<file path="src/sv/touch_report_compiler_unit_assert.svh">
// Assertion macros for the touch report compiler.
// Used by touch_report_compiler_unit; expects i_clk and i_rst_n in scope.
`ifndef TOUCH_REPORT_COMPILER_UNIT_ASSERT_SVH
`define TOUCH_REPORT_COMPILER_UNIT_ASSERT_SVH
`ifndef NO_ASSERTIONS
// Same-cycle implication, disabled during reset
`define TRC_ASSERT_SAME(lbl, ante, cons, msg) \
    lbl: assert property (@(posedge i_clk) disable iff (!i_rst_n) (ante) |-> (cons)) \
        else $error(msg);
// Next-cycle implication, disabled during reset
`define TRC_ASSERT_NEXT(lbl, ante, cons, msg) \
    lbl: assert property (@(posedge i_clk) disable iff (!i_rst_n) (ante) |=> (cons)) \
        else $error(msg);
`else
`define TRC_ASSERT_SAME(lbl, ante, cons, msg)
`define TRC_ASSERT_NEXT(lbl, ante, cons, msg)
`endif
`endif

</file>
<file path="src/sv/trc_pkg.sv">
// Shared types and constants for the touch report compiler.
// No dependencies; used by touch_report_compiler_unit.
`default_nettype none

package trc_pkg;

    // Default slot count and register reset values
    localparam int FINGERS_DEF = 5;
    localparam logic [15:0] HOVER_X_RST = 16'd6592;
    localparam logic [15:0] HOVER_Y_RST = 16'd4352;
    localparam logic [7:0]  PRESSURE_MAX = 8'hFF;

    // Reciprocals for divide by 10 (16-bit magnitudes) and by 100 (32-bit)
    localparam logic [15:0] RECIP_10     = 16'd52429;
    localparam int          RECIP_10_SH  = 19;
    localparam logic [31:0] RECIP_100    = 32'h51EB851F;
    localparam int          RECIP_100_SH = 37;

    // Finger flag bit positions
    localparam int FLAG_CONF    = 0;
    localparam int FLAG_TIP     = 1;
    localparam int FLAG_INRANGE = 2;

    // Record kinds
    localparam logic REC_FINGER  = 1'b0;
    localparam logic REC_SUMMARY = 1'b1;

    // Register indexes (byte address bit 2)
    localparam logic REG_HOVER_X = 1'b0;
    localparam logic REG_HOVER_Y = 1'b1;

    // One input request
    typedef struct packed {
        logic        finger_valid;
        logic [15:0] pos_x;
        logic [15:0] pos_y;
        logic [15:0] contact_width;
        logic [15:0] contact_height;
        logic [7:0]  pressure_in;
        logic        is_palm;
        logic [15:0] angle;
        logic        hover_seen;
        logic        click;
        logic [31:0] time_us;
        logic        last_slot;
    } t_in_item;

    // One result record
    typedef struct packed {
        logic              record_kind;
        logic [2:0]        slot_or_count;
        logic [2:0]        flags;
        logic [15:0]       out_x;
        logic [15:0]       out_y;
        logic [15:0]       out_width;
        logic [15:0]       out_height;
        logic [7:0]        out_pressure;
        logic [15:0]       out_angle;
        logic signed [7:0] mouse_dx;
        logic signed [7:0] mouse_dy;
        logic [15:0]       scan_time;
    } t_out_item;

    // Stored report of one slot
    typedef struct packed {
        logic [2:0]  flags;
        logic [15:0] angle;
        logic [7:0]  pressure;
        logic [15:0] height;
        logic [15:0] width;
        logic [15:0] y;
        logic [15:0] x;
    } t_entry;

    // Slot 0 of the previous frame
    typedef struct packed {
        logic        inrange;
        logic        tip;
        logic [15:0] y;
        logic [15:0] x;
    } t_prior;

endpackage

`default_nettype wire

</file>
<file path="src/sv/touch_report_compiler_unit.sv">
// Touch report compiler: per-slot finger requests in, frame report records out.
// Depends on trc_pkg and touch_report_compiler_unit_assert.svh.
//
//   channel  | direction | handshake                    | payload
//   ---------+-----------+------------------------------+----------------------
//   in       | input     | i_in_valid / o_in_ready      | i_in_data  (t_in_item)
//   out      | output    | o_out_valid / i_out_ready    | o_out_data (t_out_item)
//   config   | input     | psel penable pwrite / pready | paddr pwdata / prdata
//
// A slot request is accepted, then a read-modify-write of the slot memory
// follows (one port each way, registered read). A last-slot request adds
// a slot step per missing slot, a hover step, a memory read and an output step
// per finger record, a delta-scaling step and a summary step; the output steps
// hold while the output stalls.
// Reset is synchronous and clears control, slot valid bits and registers.
`default_nettype none

module touch_report_compiler_unit #(
    parameter int FINGERS = trc_pkg::FINGERS_DEF
) (
    input  wire                 i_clk,
    input  wire                 i_rst_n,
    // input request channel
    input  wire                 i_in_valid,
    output logic                o_in_ready,
    input  trc_pkg::t_in_item   i_in_data,
    // output record channel
    output logic                o_out_valid,
    input  wire                 i_out_ready,
    output trc_pkg::t_out_item  o_out_data,
    // configuration port
    input  wire                 psel,
    input  wire                 penable,
    input  wire                 pwrite,
    input  wire  [2:0]          paddr,
    input  wire  [31:0]         pwdata,
    output logic [31:0]         prdata,
    output logic                pready
);

`include "touch_report_compiler_unit_assert.svh"

    localparam int AW = (FINGERS > 1) ? $clog2(FINGERS) : 1;
    localparam int CW = $clog2(FINGERS + 1);

    typedef enum logic [6:0] {
        S_IDLE  = 7'b0000001,
        S_PROC  = 7'b0000010,
        S_HOVER = 7'b0000100,
        S_ERD   = 7'b0001000,
        S_EOUT  = 7'b0010000,
        S_SCALE = 7'b0100000,
        S_SUM   = 7'b1000000
    } t_state;

    // control and datapath registers
    t_state              r_state, n_state;
    logic [CW-1:0]       r_cnt;
    logic [CW-1:0]       r_total;
    logic [CW-1:0]       r_eidx;
    logic                r_first;
    trc_pkg::t_in_item   r_in;
    trc_pkg::t_prior     r_prior;
    logic [15:0]         r_hover_x, r_hover_y;
    logic                r_ovld;
    trc_pkg::t_out_item  r_odata, n_odata;

    // delta pipeline
    logic                r_dmove;
    logic                r_dneg_x, r_dneg_y;
    logic [15:0]         r_dabs_x, r_dabs_y;
    logic [31:0]         r_px, r_py;
    logic [63:0]         r_tprod;

    // slot memory
    trc_pkg::t_entry     r_mem [FINGERS];
    logic [FINGERS-1:0]  r_vld;
    trc_pkg::t_entry     r_rdata;
    logic                r_rvld;

    logic                rd_en, wr_en;
    logic [AW-1:0]       rd_addr, wr_addr;
    trc_pkg::t_entry     wr_data;

    logic                in_acc, out_free, cfg_wr, out_load;
    trc_pkg::t_entry     rd_entry, proc_entry;
    logic                proc_inc;
    logic [CW-1:0]       cnt_inc, eidx_inc;
    logic [16:0]         diff_x, diff_y;
    logic [12:0]         qx, qy;
    logic [6:0]          sat_x, sat_y;
    logic signed [7:0]   dx, dy;

    assign in_acc   = i_in_valid && o_in_ready;
    assign out_free = !r_ovld || i_out_ready;
    assign out_load = ((r_state == S_EOUT) || (r_state == S_SUM)) && out_free;
    assign cfg_wr   = psel && penable && pwrite && pready;
    assign cnt_inc  = r_cnt + CW'(1);
    assign eidx_inc = r_eidx + CW'(1);
    assign rd_entry = r_rvld ? r_rdata : '0;

    // Slot update: new finger, lifted finger, or cleared slot
    always_comb begin
        proc_entry = '0;
        proc_inc   = 1'b0;
        if (r_first && r_in.finger_valid) begin
            proc_entry.x        = r_in.pos_x;
            proc_entry.y        = r_in.pos_y;
            proc_entry.width    = r_in.contact_width;
            proc_entry.height   = r_in.contact_height;
            proc_entry.pressure = r_in.is_palm ? trc_pkg::PRESSURE_MAX : r_in.pressure_in;
            proc_entry.angle    = r_in.angle;
            proc_entry.flags    = 3'b111;
            proc_inc            = 1'b1;
        end else if (rd_entry.flags[trc_pkg::FLAG_TIP]) begin
            proc_entry       = rd_entry;
            proc_entry.flags = 3'b000;
            proc_entry.flags[trc_pkg::FLAG_CONF] = 1'b1;
            proc_inc         = 1'b1;
        end
    end

    // Sequencer and memory port control
    always_comb begin
        n_state = r_state;
        rd_en   = 1'b0;
        rd_addr = r_cnt[AW-1:0];
        wr_en   = 1'b0;
        wr_addr = r_cnt[AW-1:0];
        wr_data = proc_entry;
        unique case (r_state)
            S_IDLE: begin
                if (in_acc) begin
                    if (r_cnt < CW'(FINGERS)) begin
                        rd_en   = 1'b1;
                        n_state = S_PROC;
                    end else if (i_in_data.last_slot) begin
                        n_state = S_HOVER;
                    end
                end
            end
            S_PROC: begin
                wr_en = 1'b1;
                if (r_in.last_slot && (cnt_inc < CW'(FINGERS))) begin
                    rd_en   = 1'b1;
                    rd_addr = cnt_inc[AW-1:0];
                end else if (r_in.last_slot) begin
                    n_state = S_HOVER;
                end else begin
                    n_state = S_IDLE;
                end
            end
            S_HOVER: begin
                wr_addr = '0;
                wr_data = '0;
                wr_data.x = r_hover_x;
                wr_data.y = r_hover_y;
                wr_data.flags[trc_pkg::FLAG_INRANGE] = 1'b1;
                wr_en   = (r_total == '0) && r_in.hover_seen;
                n_state = S_ERD;
            end
            S_ERD: begin
                rd_en   = 1'b1;
                rd_addr = r_eidx[AW-1:0];
                n_state = S_EOUT;
            end
            S_EOUT: begin
                if (out_free) begin
                    n_state = (eidx_inc == CW'(FINGERS)) ? S_SCALE : S_ERD;
                end
            end
            S_SCALE: begin
                n_state = S_SUM;
            end
            S_SUM: begin
                if (out_free) begin
                    n_state = S_IDLE;
                end
            end
            default: begin
                n_state = S_IDLE;
            end
        endcase
    end

    // Slot memory: one write and one registered read per cycle
    always_ff @(posedge i_clk) begin
        if (wr_en) begin
            r_mem[wr_addr] <= wr_data;
        end
        if (rd_en) begin
            r_rdata <= r_mem[rd_addr];
        end
    end

    // Per-slot valid bits; an unwritten slot reads as zero
    always_ff @(posedge i_clk) begin
        if (!i_rst_n) begin
            r_vld  <= '0;
            r_rvld <= 1'b0;
        end else begin
            if (wr_en) begin
                r_vld[wr_addr] <= 1'b1;
            end
            if (rd_en) begin
                r_rvld <= r_vld[rd_addr];
            end
        end
    end

    // Slot 0 movement against the previous frame
    assign diff_x = {1'b0, rd_entry.x} - {1'b0, r_prior.x};
    assign diff_y = {1'b0, rd_entry.y} - {1'b0, r_prior.y};

    // Quotient by 10, saturated and signed
    assign qx    = r_px[31:trc_pkg::RECIP_10_SH];
    assign qy    = r_py[31:trc_pkg::RECIP_10_SH];
    assign sat_x = (qx > 13'd127) ? 7'd127 : qx[6:0];
    assign sat_y = (qy > 13'd127) ? 7'd127 : qy[6:0];
    assign dx    = !r_dmove ? 8'sd0 :
                   r_dneg_x ? -$signed({1'b0, sat_x}) : $signed({1'b0, sat_x});
    assign dy    = !r_dmove ? 8'sd0 :
                   r_dneg_y ? -$signed({1'b0, sat_y}) : $signed({1'b0, sat_y});

    // Control, frame state and output register
    always_ff @(posedge i_clk) begin
        if (!i_rst_n) begin
            r_state   <= S_IDLE;
            r_cnt     <= '0;
            r_total   <= '0;
            r_eidx    <= '0;
            r_first   <= 1'b0;
            r_prior   <= '0;
            r_hover_x <= trc_pkg::HOVER_X_RST;
            r_hover_y <= trc_pkg::HOVER_Y_RST;
            r_ovld    <= 1'b0;
            r_dmove   <= 1'b0;
        end else begin
            r_state <= n_state;

            // configuration writes
            if (cfg_wr) begin
                if (paddr[2] == trc_pkg::REG_HOVER_Y) begin
                    r_hover_y <= pwdata[15:0];
                end else begin
                    r_hover_x <= pwdata[15:0];
                end
            end

            // output valid: set when a record loads, cleared once taken
            if (out_load) begin
                r_ovld <= 1'b1;
            end else if (i_out_ready) begin
                r_ovld <= 1'b0;
            end

            unique case (r_state)
                S_IDLE: begin
                    if (in_acc) begin
                        r_first <= 1'b1;
                    end
                end
                S_PROC: begin
                    r_first <= 1'b0;
                    r_cnt   <= cnt_inc;
                    if (proc_inc) begin
                        r_total <= r_total + CW'(1);
                    end
                end
                S_HOVER: begin
                    r_cnt  <= '0;
                    r_eidx <= '0;
                    if (r_total == '0) begin
                        if (r_in.hover_seen || (!r_prior.tip && r_prior.inrange)) begin
                            r_total <= CW'(1);
                        end
                    end
                end
                S_EOUT: begin
                    if (out_free) begin
                        r_eidx <= eidx_inc;
                        if (r_eidx == '0) begin
                            r_dmove <= rd_entry.flags[trc_pkg::FLAG_TIP] && r_prior.tip;
                            r_prior <= {rd_entry.flags[trc_pkg::FLAG_INRANGE],
                                        rd_entry.flags[trc_pkg::FLAG_TIP],
                                        rd_entry.y, rd_entry.x};
                        end
                    end
                end
                S_SUM: begin
                    if (out_free) begin
                        r_total <= '0;
                    end
                end
                default: begin
                end
            endcase
        end
    end

    // Next output record: finger record while stepping slots, else summary
    always_comb begin
        n_odata = '0;
        if (r_state == S_EOUT) begin
            n_odata.record_kind   = trc_pkg::REC_FINGER;
            n_odata.slot_or_count = 3'(r_eidx);
            n_odata.flags         = rd_entry.flags;
            n_odata.out_x         = rd_entry.x;
            n_odata.out_y         = rd_entry.y;
            n_odata.out_width     = rd_entry.width;
            n_odata.out_height    = rd_entry.height;
            n_odata.out_pressure  = rd_entry.pressure;
            n_odata.out_angle     = rd_entry.angle;
        end else begin
            n_odata.record_kind   = trc_pkg::REC_SUMMARY;
            n_odata.slot_or_count = 3'(r_total);
            n_odata.flags         = {2'b00, r_in.click};
            n_odata.mouse_dx      = dx;
            n_odata.mouse_dy      = dy;
            n_odata.scan_time     = r_tprod[trc_pkg::RECIP_100_SH +: 16];
        end
    end

    // Payload registers
    always_ff @(posedge i_clk) begin
        if (in_acc) begin
            r_in <= i_in_data;
        end
        if (r_state == S_HOVER) begin
            r_tprod <= r_in.time_us * trc_pkg::RECIP_100;
        end
        if ((r_state == S_EOUT) && out_free && (r_eidx == '0)) begin
            r_dneg_x <= diff_x[16];
            r_dneg_y <= diff_y[16];
            r_dabs_x <= diff_x[16] ? 16'(-diff_x) : diff_x[15:0];
            r_dabs_y <= diff_y[16] ? 16'(-diff_y) : diff_y[15:0];
        end
        if (r_state == S_SCALE) begin
            r_px <= r_dabs_x * trc_pkg::RECIP_10;
            r_py <= r_dabs_y * trc_pkg::RECIP_10;
        end
        if (out_load) begin
            r_odata <= n_odata;
        end
    end

    // Ports
    assign o_in_ready  = (r_state == S_IDLE);
    assign o_out_valid = r_ovld;
    assign o_out_data  = r_odata;
    assign pready      = 1'b1;
    assign prdata      = (paddr[2] == trc_pkg::REG_HOVER_Y) ? {16'd0, r_hover_y}
                                                           : {16'd0, r_hover_x};

    // Checks
    `TRC_ASSERT_SAME(a_cnt_range, 1'b1, (r_cnt <= CW'(FINGERS)) && (r_total <= CW'(FINGERS)),
        "slot counter or contact count beyond slot depth")
    `TRC_ASSERT_NEXT(a_accept_path, in_acc,
        (r_state == S_PROC) || (r_state == S_HOVER) || (r_state == S_IDLE),
        "accepted request did not start slot processing")
    `TRC_ASSERT_NEXT(a_summary_end, (r_state == S_SUM) && out_free,
        (r_state == S_IDLE) && (r_cnt == '0) && (r_total == '0) && o_out_valid,
        "frame did not close after summary record")
    `TRC_ASSERT_SAME(a_mem_ports, rd_en && wr_en && (r_state == S_PROC),
        rd_addr != wr_addr,
        "slot read and write collide in one cycle")

endmodule

`default_nettype wire
</file>
<file path="config.mk">
export PLATFORM = sky130hd
export DESIGN_NAME = touch_report_compiler_unit
export DESIGN_NICKNAME = d
export VERILOG_FILES = /design/src/sv/trc_pkg.sv /design/src/sv/touch_report_compiler_unit.sv
export VERILOG_INCLUDE_DIRS = /design/src /design/src/sv
export SDC_FILE = /design/constraint.sdc
export NUM_CORES = 2
export LEC_CHECK = 0
export BUFFER_PORTS_ARGS = -buffer_cell sky130_fd_sc_hd__clkbuf_2
export CORE_ASPECT_RATIO = 1.4
export CORE_UTILIZATION = 55
export DETAILED_ROUTE_END_ITERATION = 6
export GPL_TIMING_DRIVEN = 0
export HOLD_SLACK_MARGIN = 0.02
export PLACE_DENSITY = 0.72
export SLEW_MARGIN = 30
export SYNTH_ARGS = -nofsm -noshare
export SYNTH_HDL_FRONTEND = slang
export SYNTH_SLANG_ARGS = --single-unit
</file>
<file path="constraint.sdc">
create_clock -name i_clk -period 14.8 [get_ports i_clk]
set_input_delay 0.74 -clock i_clk [delete_from_list [all_inputs] [get_ports i_clk]]
set_output_delay 0.74 -clock i_clk [all_outputs]
set_load 0.02 [all_outputs]
</file>
## Word-level counts from Yosys, hierarchy flattened

Memory sizes are Yosys's and may differ from the RTL's. A register that Yosys moved wholly into a read port is not among the register bits.
Cells that the tools add are included.

- RAM bits: 455
- Bits of input ports: 167
- Bits in registers: 494
- Bits in latches: 0
- Bits in read-only memories: 0
- Output and inout port bits: 162
- Memories: 1
- Word-level logic and storage cells: 174

- Reductions and logical operators: 34
- Mux-type cells: 50
- Equal/unequal tests: 16
- Divide/modulo/power cells: 0
- Multipliers: 3
- Shifts and indexed selects: 0
- Bitwise logic cells: 5
- Add/subtract/negate cells: 9
- Magnitude comparators: 7

Memories:

| name | words | bits a word | read ports | clocked after Yosys merged registers in | wr ports | line | text |
|---|---|---|---|---|---|---|---|
| r_mem | 5 | 91 | 1 | 1 | 1 | touch_report_compiler_unit.sv:76 | `trc_pkg::t_entry r_mem [FINGERS];` |

Operators by type and width:

| cell | number |
|---|---|
| 91-bit two-way mux | 3 |
| 89-bit two-way mux | 1 |
| 7-bit two-way mux | 11 |
| 16-bit by 16-bit multiplier with 32-bit output (second input constant) | 2 |
| 32-bit by 31-bit multiplier with 53-bit output (second input constant) | 1 |
| 7-bit case mux with 7 select lines | 1 |
| 16-bit two-way mux | 3 |
| 16-bit by 16-bit subtractor with 17-bit output | 2 |
| 16-bit negator | 2 |
| 13-bit by 7-bit greater-than comparator with 1-bit output (second input constant) | 2 |
| 3-bit two-way mux | 8 |
| 3-bit case mux with 2 select lines | 3 |
| 7-bit negator with 8-bit output | 2 |
| 1-bit logical AND | 12 |
| 1-bit two-way mux | 12 |
| 2-bit != test (second input constant) | 6 |
| 5-bit AND reduction | 2 |
| 3-bit by 1-bit adder with 3-bit output (second input constant) | 3 |
| 3-bit case mux with 3 select lines | 1 |
| 3-bit by 4-bit < comparator with 1-bit output (second input constant) | 2 |
| 8-bit two-way mux | 1 |
| 2-bit AND reduction | 4 |
| 2-bit nonzero test | 4 |
| 7-bit by 1-bit == test with 1-bit output (second input constant) | 1 |
| 25 further kinds | 35 |

## Logic depth before layout (Yosys ltp)

- Word-level depth: 7
- Mapped depth: 26
- Mapped depth without buffers: 26

## Worst setup path after synthesis

OpenSTA, ideal clock, no wires.

- Kind: register -> register
- Start: reg r_state[2]
- End: mem r_mem[4][0] in the netlist's numbering (enable)
- Library setup time: 799 ps
- Period minus slack after synthesis: 11325 ps
- Path slack: 3475 ps
- Data required time: 14001 ps
- Arrival time: 10526 ps
- Path buffers: 1
- Cell stages (with the launch flop): 6
- Path through: dfxtp_1 -> nor3_1 -> and4b_1 -> buf_2 -> nand2_1 -> nor4b_1

- Longest elaborated chain between the ends: 4
- Elaborated cells on any way between the ends: 6
- Those cells by class: 2 x eq/ne; 4 x mux

RTL lines:

| element | line | text |
|---|---|---|
| start, declared | touch_report_compiler_unit.sv:57 | `t_state r_state, n_state;` |
| start signal, assigned | touch_report_compiler_unit.sv:239 | `r_state <= n_state;` |
| 7-bit by 3-bit == test with 1-bit output or 7-bit by 2-bit == test with 1-bit output (tied branches) | touch_report_compiler_unit.sv:131 | `unique case (r_state)` |
| 1-bit case mux with 2 select lines | touch_report_compiler_unit.sv:131 |  |
| 1-bit two-way mux | touch_report_compiler_unit.sv:188 | `if (wr_en) begin` |
| 1-bit two-way mux (implied by the code) | touch_report_compiler_unit.sv:189 | `r_mem[wr_addr] <= wr_data;` |
| end, declared | touch_report_compiler_unit.sv:76 |  |

Parallel ways exist; a longest one is shown, timed or not.

## Final worst setup path

- Start: reg r_in[10] in the netlist's numbering
- End: reg r_tprod[47] (data pin)

- Longest elaborated chain between the ends: 1

RTL lines:

| element | line | text |
|---|---|---|
| start, declared | touch_report_compiler_unit.sv:62 | `trc_pkg::t_in_item r_in;` |
| start signal, assigned | touch_report_compiler_unit.sv:327 | `r_in <= i_in_data;` |
| 32-bit by 31-bit multiplier with 53-bit output | touch_report_compiler_unit.sv:330 | `r_tprod <= r_in.time_us * trc_pkg::RECIP_100;` |
| end signal, assigned | touch_report_compiler_unit.sv:330 |  |
| end, declared | touch_report_compiler_unit.sv:73 | `logic [63:0] r_tprod;` |

No other way between the ends.
A chain may end at the register's enable or synchronous reset.

==> reports/qor.csv <==
metric;value;unit
status;finished clean;
CTS Sinks;965;
DIE WIDTH;289;µm
Critical Path End Type;flip-flop;
Crit-path slowest cell;edfxtp_1;
Core Footprint;114000;µm²
flops & latches, synth;965;
R2R depth;24;
Peak Freq;0.128;GHz
worst r2r src;r_in[10]$_DFFE_PP_;
crit-path max FO;10;
cell with the most instances after synthesis;inv_1;
max incr delay on CP;0.79;ns
grt total ovfl;0;
TritonRoute pass-1 iters;6;
Crit Reg-Reg Endpoint;r_tprod[47]$_DFFE_PP_;
DRT iter0 DRCs;3382;
Residual DRC;0;
hold_buf cts;0;
CP Data Arrival Time;8.28;ns
max cap viols;0;
Mapped Cells;5539;
Die Area;117000;µm²
routability cong.;0.958;
worst skew pair latency;0.72;ns
RSZ-0062 raised after global routing;false;
Place WS;6.97;ns
minimum clock period;7.80;ns
via count;42400;
delay-heaviest family, CP;adder cells;
# Post-CTS Setup Buffers;0;
Synth area leader;edfxtp_1;
global-route wire length before repair;249000;µm
Ys Warns;0;
Yosys top cell area share;41.4;%
R2R Setup Slk;7.00;ns
crit start category;flip-flop;
area of the multi-input gates;30900;µm²
TritonCTS clock tree;built;
Post-synth EDFFs;874;
stages on the worst setup path;24;
FF/Latch Area;28100;µm²
post-DP HPWL;127000;µm
Area contributors post-synth;edfxtp_1 41%, fa_1 17%, ha_1 13%;
crit-path cells;ha_1 -> inv_1 -> fa_1 -> inv_1 -> fa_1 -> inv_1 -> fa_1 -> inv_1 -> fa_1 -> fa_1 -> fa_1 -> inv_1 -> fa_1 -> inv_1 -> ha_1 -> nand2_1 -> o211ai_1 -> a21oi_1 -> a2111oi_0 -> a211oi_1 -> o21ai_1 -> a31o_2 -> a21oi_1 -> xnor2_1;
min setup slack post-route;7.00;ns
critical path startpoint;r_in[10]$_DFFE_PP_;
final hold vios;0;
Inserted Clock Buffers;92;
Layout Nets;7360;
vias in the first global route;44400;
I/O Pins;329;
clock skew;0.0429;ns
asr flop ratio synth;0;%
Clock transition at path regs;0.07;ns
Bufs and invs on worst path;6;
final wirelength;162000;µm
post-synthesis cell type count;81;
area grow syn2layout;11.8;%
die height;404;µm
Max Transition Viols Final;0;
Post-CTS Resized;0;
largest net degree at the start of global routing;51;
Rel. slew slack;32.1;%
Worst-Margin Slew;1.02;ns
initial antenna violation count;6;
CTS Root Cell;clkbuf_16;
most common library cells after synthesis;990 x inv_1, 874 x edfxtp_1, 785 x nand2_1;
clk buf depth;3;
# port buffers;291;
GRT Total Usage;28.4;%
Routed wire per std cell;21.3;µm
CP endpoint;r_tprod[47]$_DFFE_PP_;
via density per instance;5.60;
sequential area share after synthesis;44.3;%
Required @ worst endpoint;15.28;ns
Starting Density;55.7;%
Critical Path Most Common Cell;fa_1;
fillers;8799;
Synth Cell Area;63300;µm²
synthesized area per cell;11.4;µm²
CTS H-tree depth;3;
layout cells sized above 1;10.2;%
ys flop type;edfxtp_1;
hold crit path type;primary input to flip-flop;
Rows;146;
share of the clock period used by the worst path;52.7;%
Crit Path Class;flip-flop to flip-flop;
final setup fails;0;
number of routed nets with antenna violations;0;
## metrics by stage
stage / setup TNS [ns] / std cells / cell area [µm²] / hold WS, ns / utilization (%)
finish: 0 / 7577 / 70800 / 0.188 / 62.3
global route: 0 / 7577 / 70800 / 0.165 / 62.3
CTS: 0 / 7576 / 70800 / 0.135 / 62.3
detailed placement: 0 / 7405 / 67600 / 0.451 / 59.5
global placement: -802.37 / 7325 / 66700 / 0.443 / 58.7
floorplan: 0 / 5554 / 63400 / 0.435 / -
## layout by cell type (no fill, tap or decap), types with 48 or more instances in the layout
master / netlist / final
nor2_1: 180 / 179
nand3_1: 131 / 131
clkbuf_16: 0 / 93
buf_2: 35 / 70
clkbuf_2: 0 / 293
inv_1: 990 / 990
edfxtp_1: 874 / 874
a22o_1: 48 / 48
a21boi_0: 62 / 62
clkbuf_1: 121 / 133
o21ai_0: 245 / 245
a21oi_1: 76 / 75
fa_1: 540 / 540
ha_1: 634 / 634
and3_1: 69 / 68
and2_1: 90 / 89
nand2_1: 785 / 784
xnor2_1: 74 / 74
dfxtp_1: 91 / 91
## sequential cells by signal, indices dropped and copies added, names as in the netlist, 13 cells and up
name / flops
r_in: 125
r_rdata: 91
r_mem: 455
r_tprod: 16
r_prior: 34
r_dabs_y: 16
r_hover_x: 16
r_hover_y: 16
r_px: 13
r_dabs_x: 16
r_py: 13
o_out_data: 127
## cell families after synthesis
group / after synthesis / share of synthesized area (%)
AOI/OAI and AO/OA: 683 / 7.18
xor gates and xnor gates: 109 / 1.52
adders and majority gates: 1174 / 29.6
buffers and inverters: 1179 / 7.16
DFF: 965 / 44.3
muxes: 23 / 0.401
other: 2 / 0.0119
and+or+nand+nor: 1404 / 9.84
## how the worst min path moves through the flow
| stage | depth (start not counted) | endpoint | slack [ns] | start |
|---|---|---|---|---|
| 2_1_floorplan | 1 | r_vld[3]$_SDFFE_PN0P_ | 0.44 | r_vld[3]$_SDFFE_PN0P_ |
| 3_3_place_gp | 1 | r_vld[1]$_SDFFE_PN0P_ | 0.44 | r_vld[1]$_SDFFE_PN0P_ |
| 3_5_place_dp | 1 | r_vld[3]$_SDFFE_PN0P_ | 0.45 | r_vld[3]$_SDFFE_PN0P_ |
| 4_1_cts | 1 | r_in[4]$_DFFE_PP_ | 0.14 | i_in_data[4] |
| 5_1_grt | 1 | r_in[26]$_DFFE_PP_ | 0.16 | i_in_data[26] |
| 6_report | 1 | r_in[73]$_DFFE_PP_ | 0.19 | i_in_data[73] |
## per-layer routing
metal / wire length, µm / global-route usage [%] / part of all wire (%) / up-vias
met5: 8 / 0 / 0.0049 / -
met4: 11500 / 18.3 / 7.1 / 2
met1: 59500 / 33.6 / 37 / 20700
li1: - / - / - / 19400
met2: 80400 / 48.6 / 50 / 1765
met3: 10200 / 3.77 / 6.3 / 474
## layout make-up
cell class	count	share of cell area, %
tap	1480	2.62
clock inverter	61	1.03
buffer	189	1.16
multi-input combinational	3410	43.6
inverter	990	5.25
sequential	965	39.6
antenna	1	0.00353
clock buffer	110	3.42
timing repair buffer	371	3.30
## worst reg2reg max path, delay by kind of cell, from the launching register on
family / cells / cell delay, ns
compound gates: 7 / 1.83
xor+xnor: 1 / 0.13
fa+ha+maj: 9 / 4.33
buf+inv: 6 / 0.40
flops: 1 / 0.79
simple gates: 1 / 0.10
Power is not shown: default switching activity piles up to over one toggle a cycle in this logic, so the estimate is an artifact.
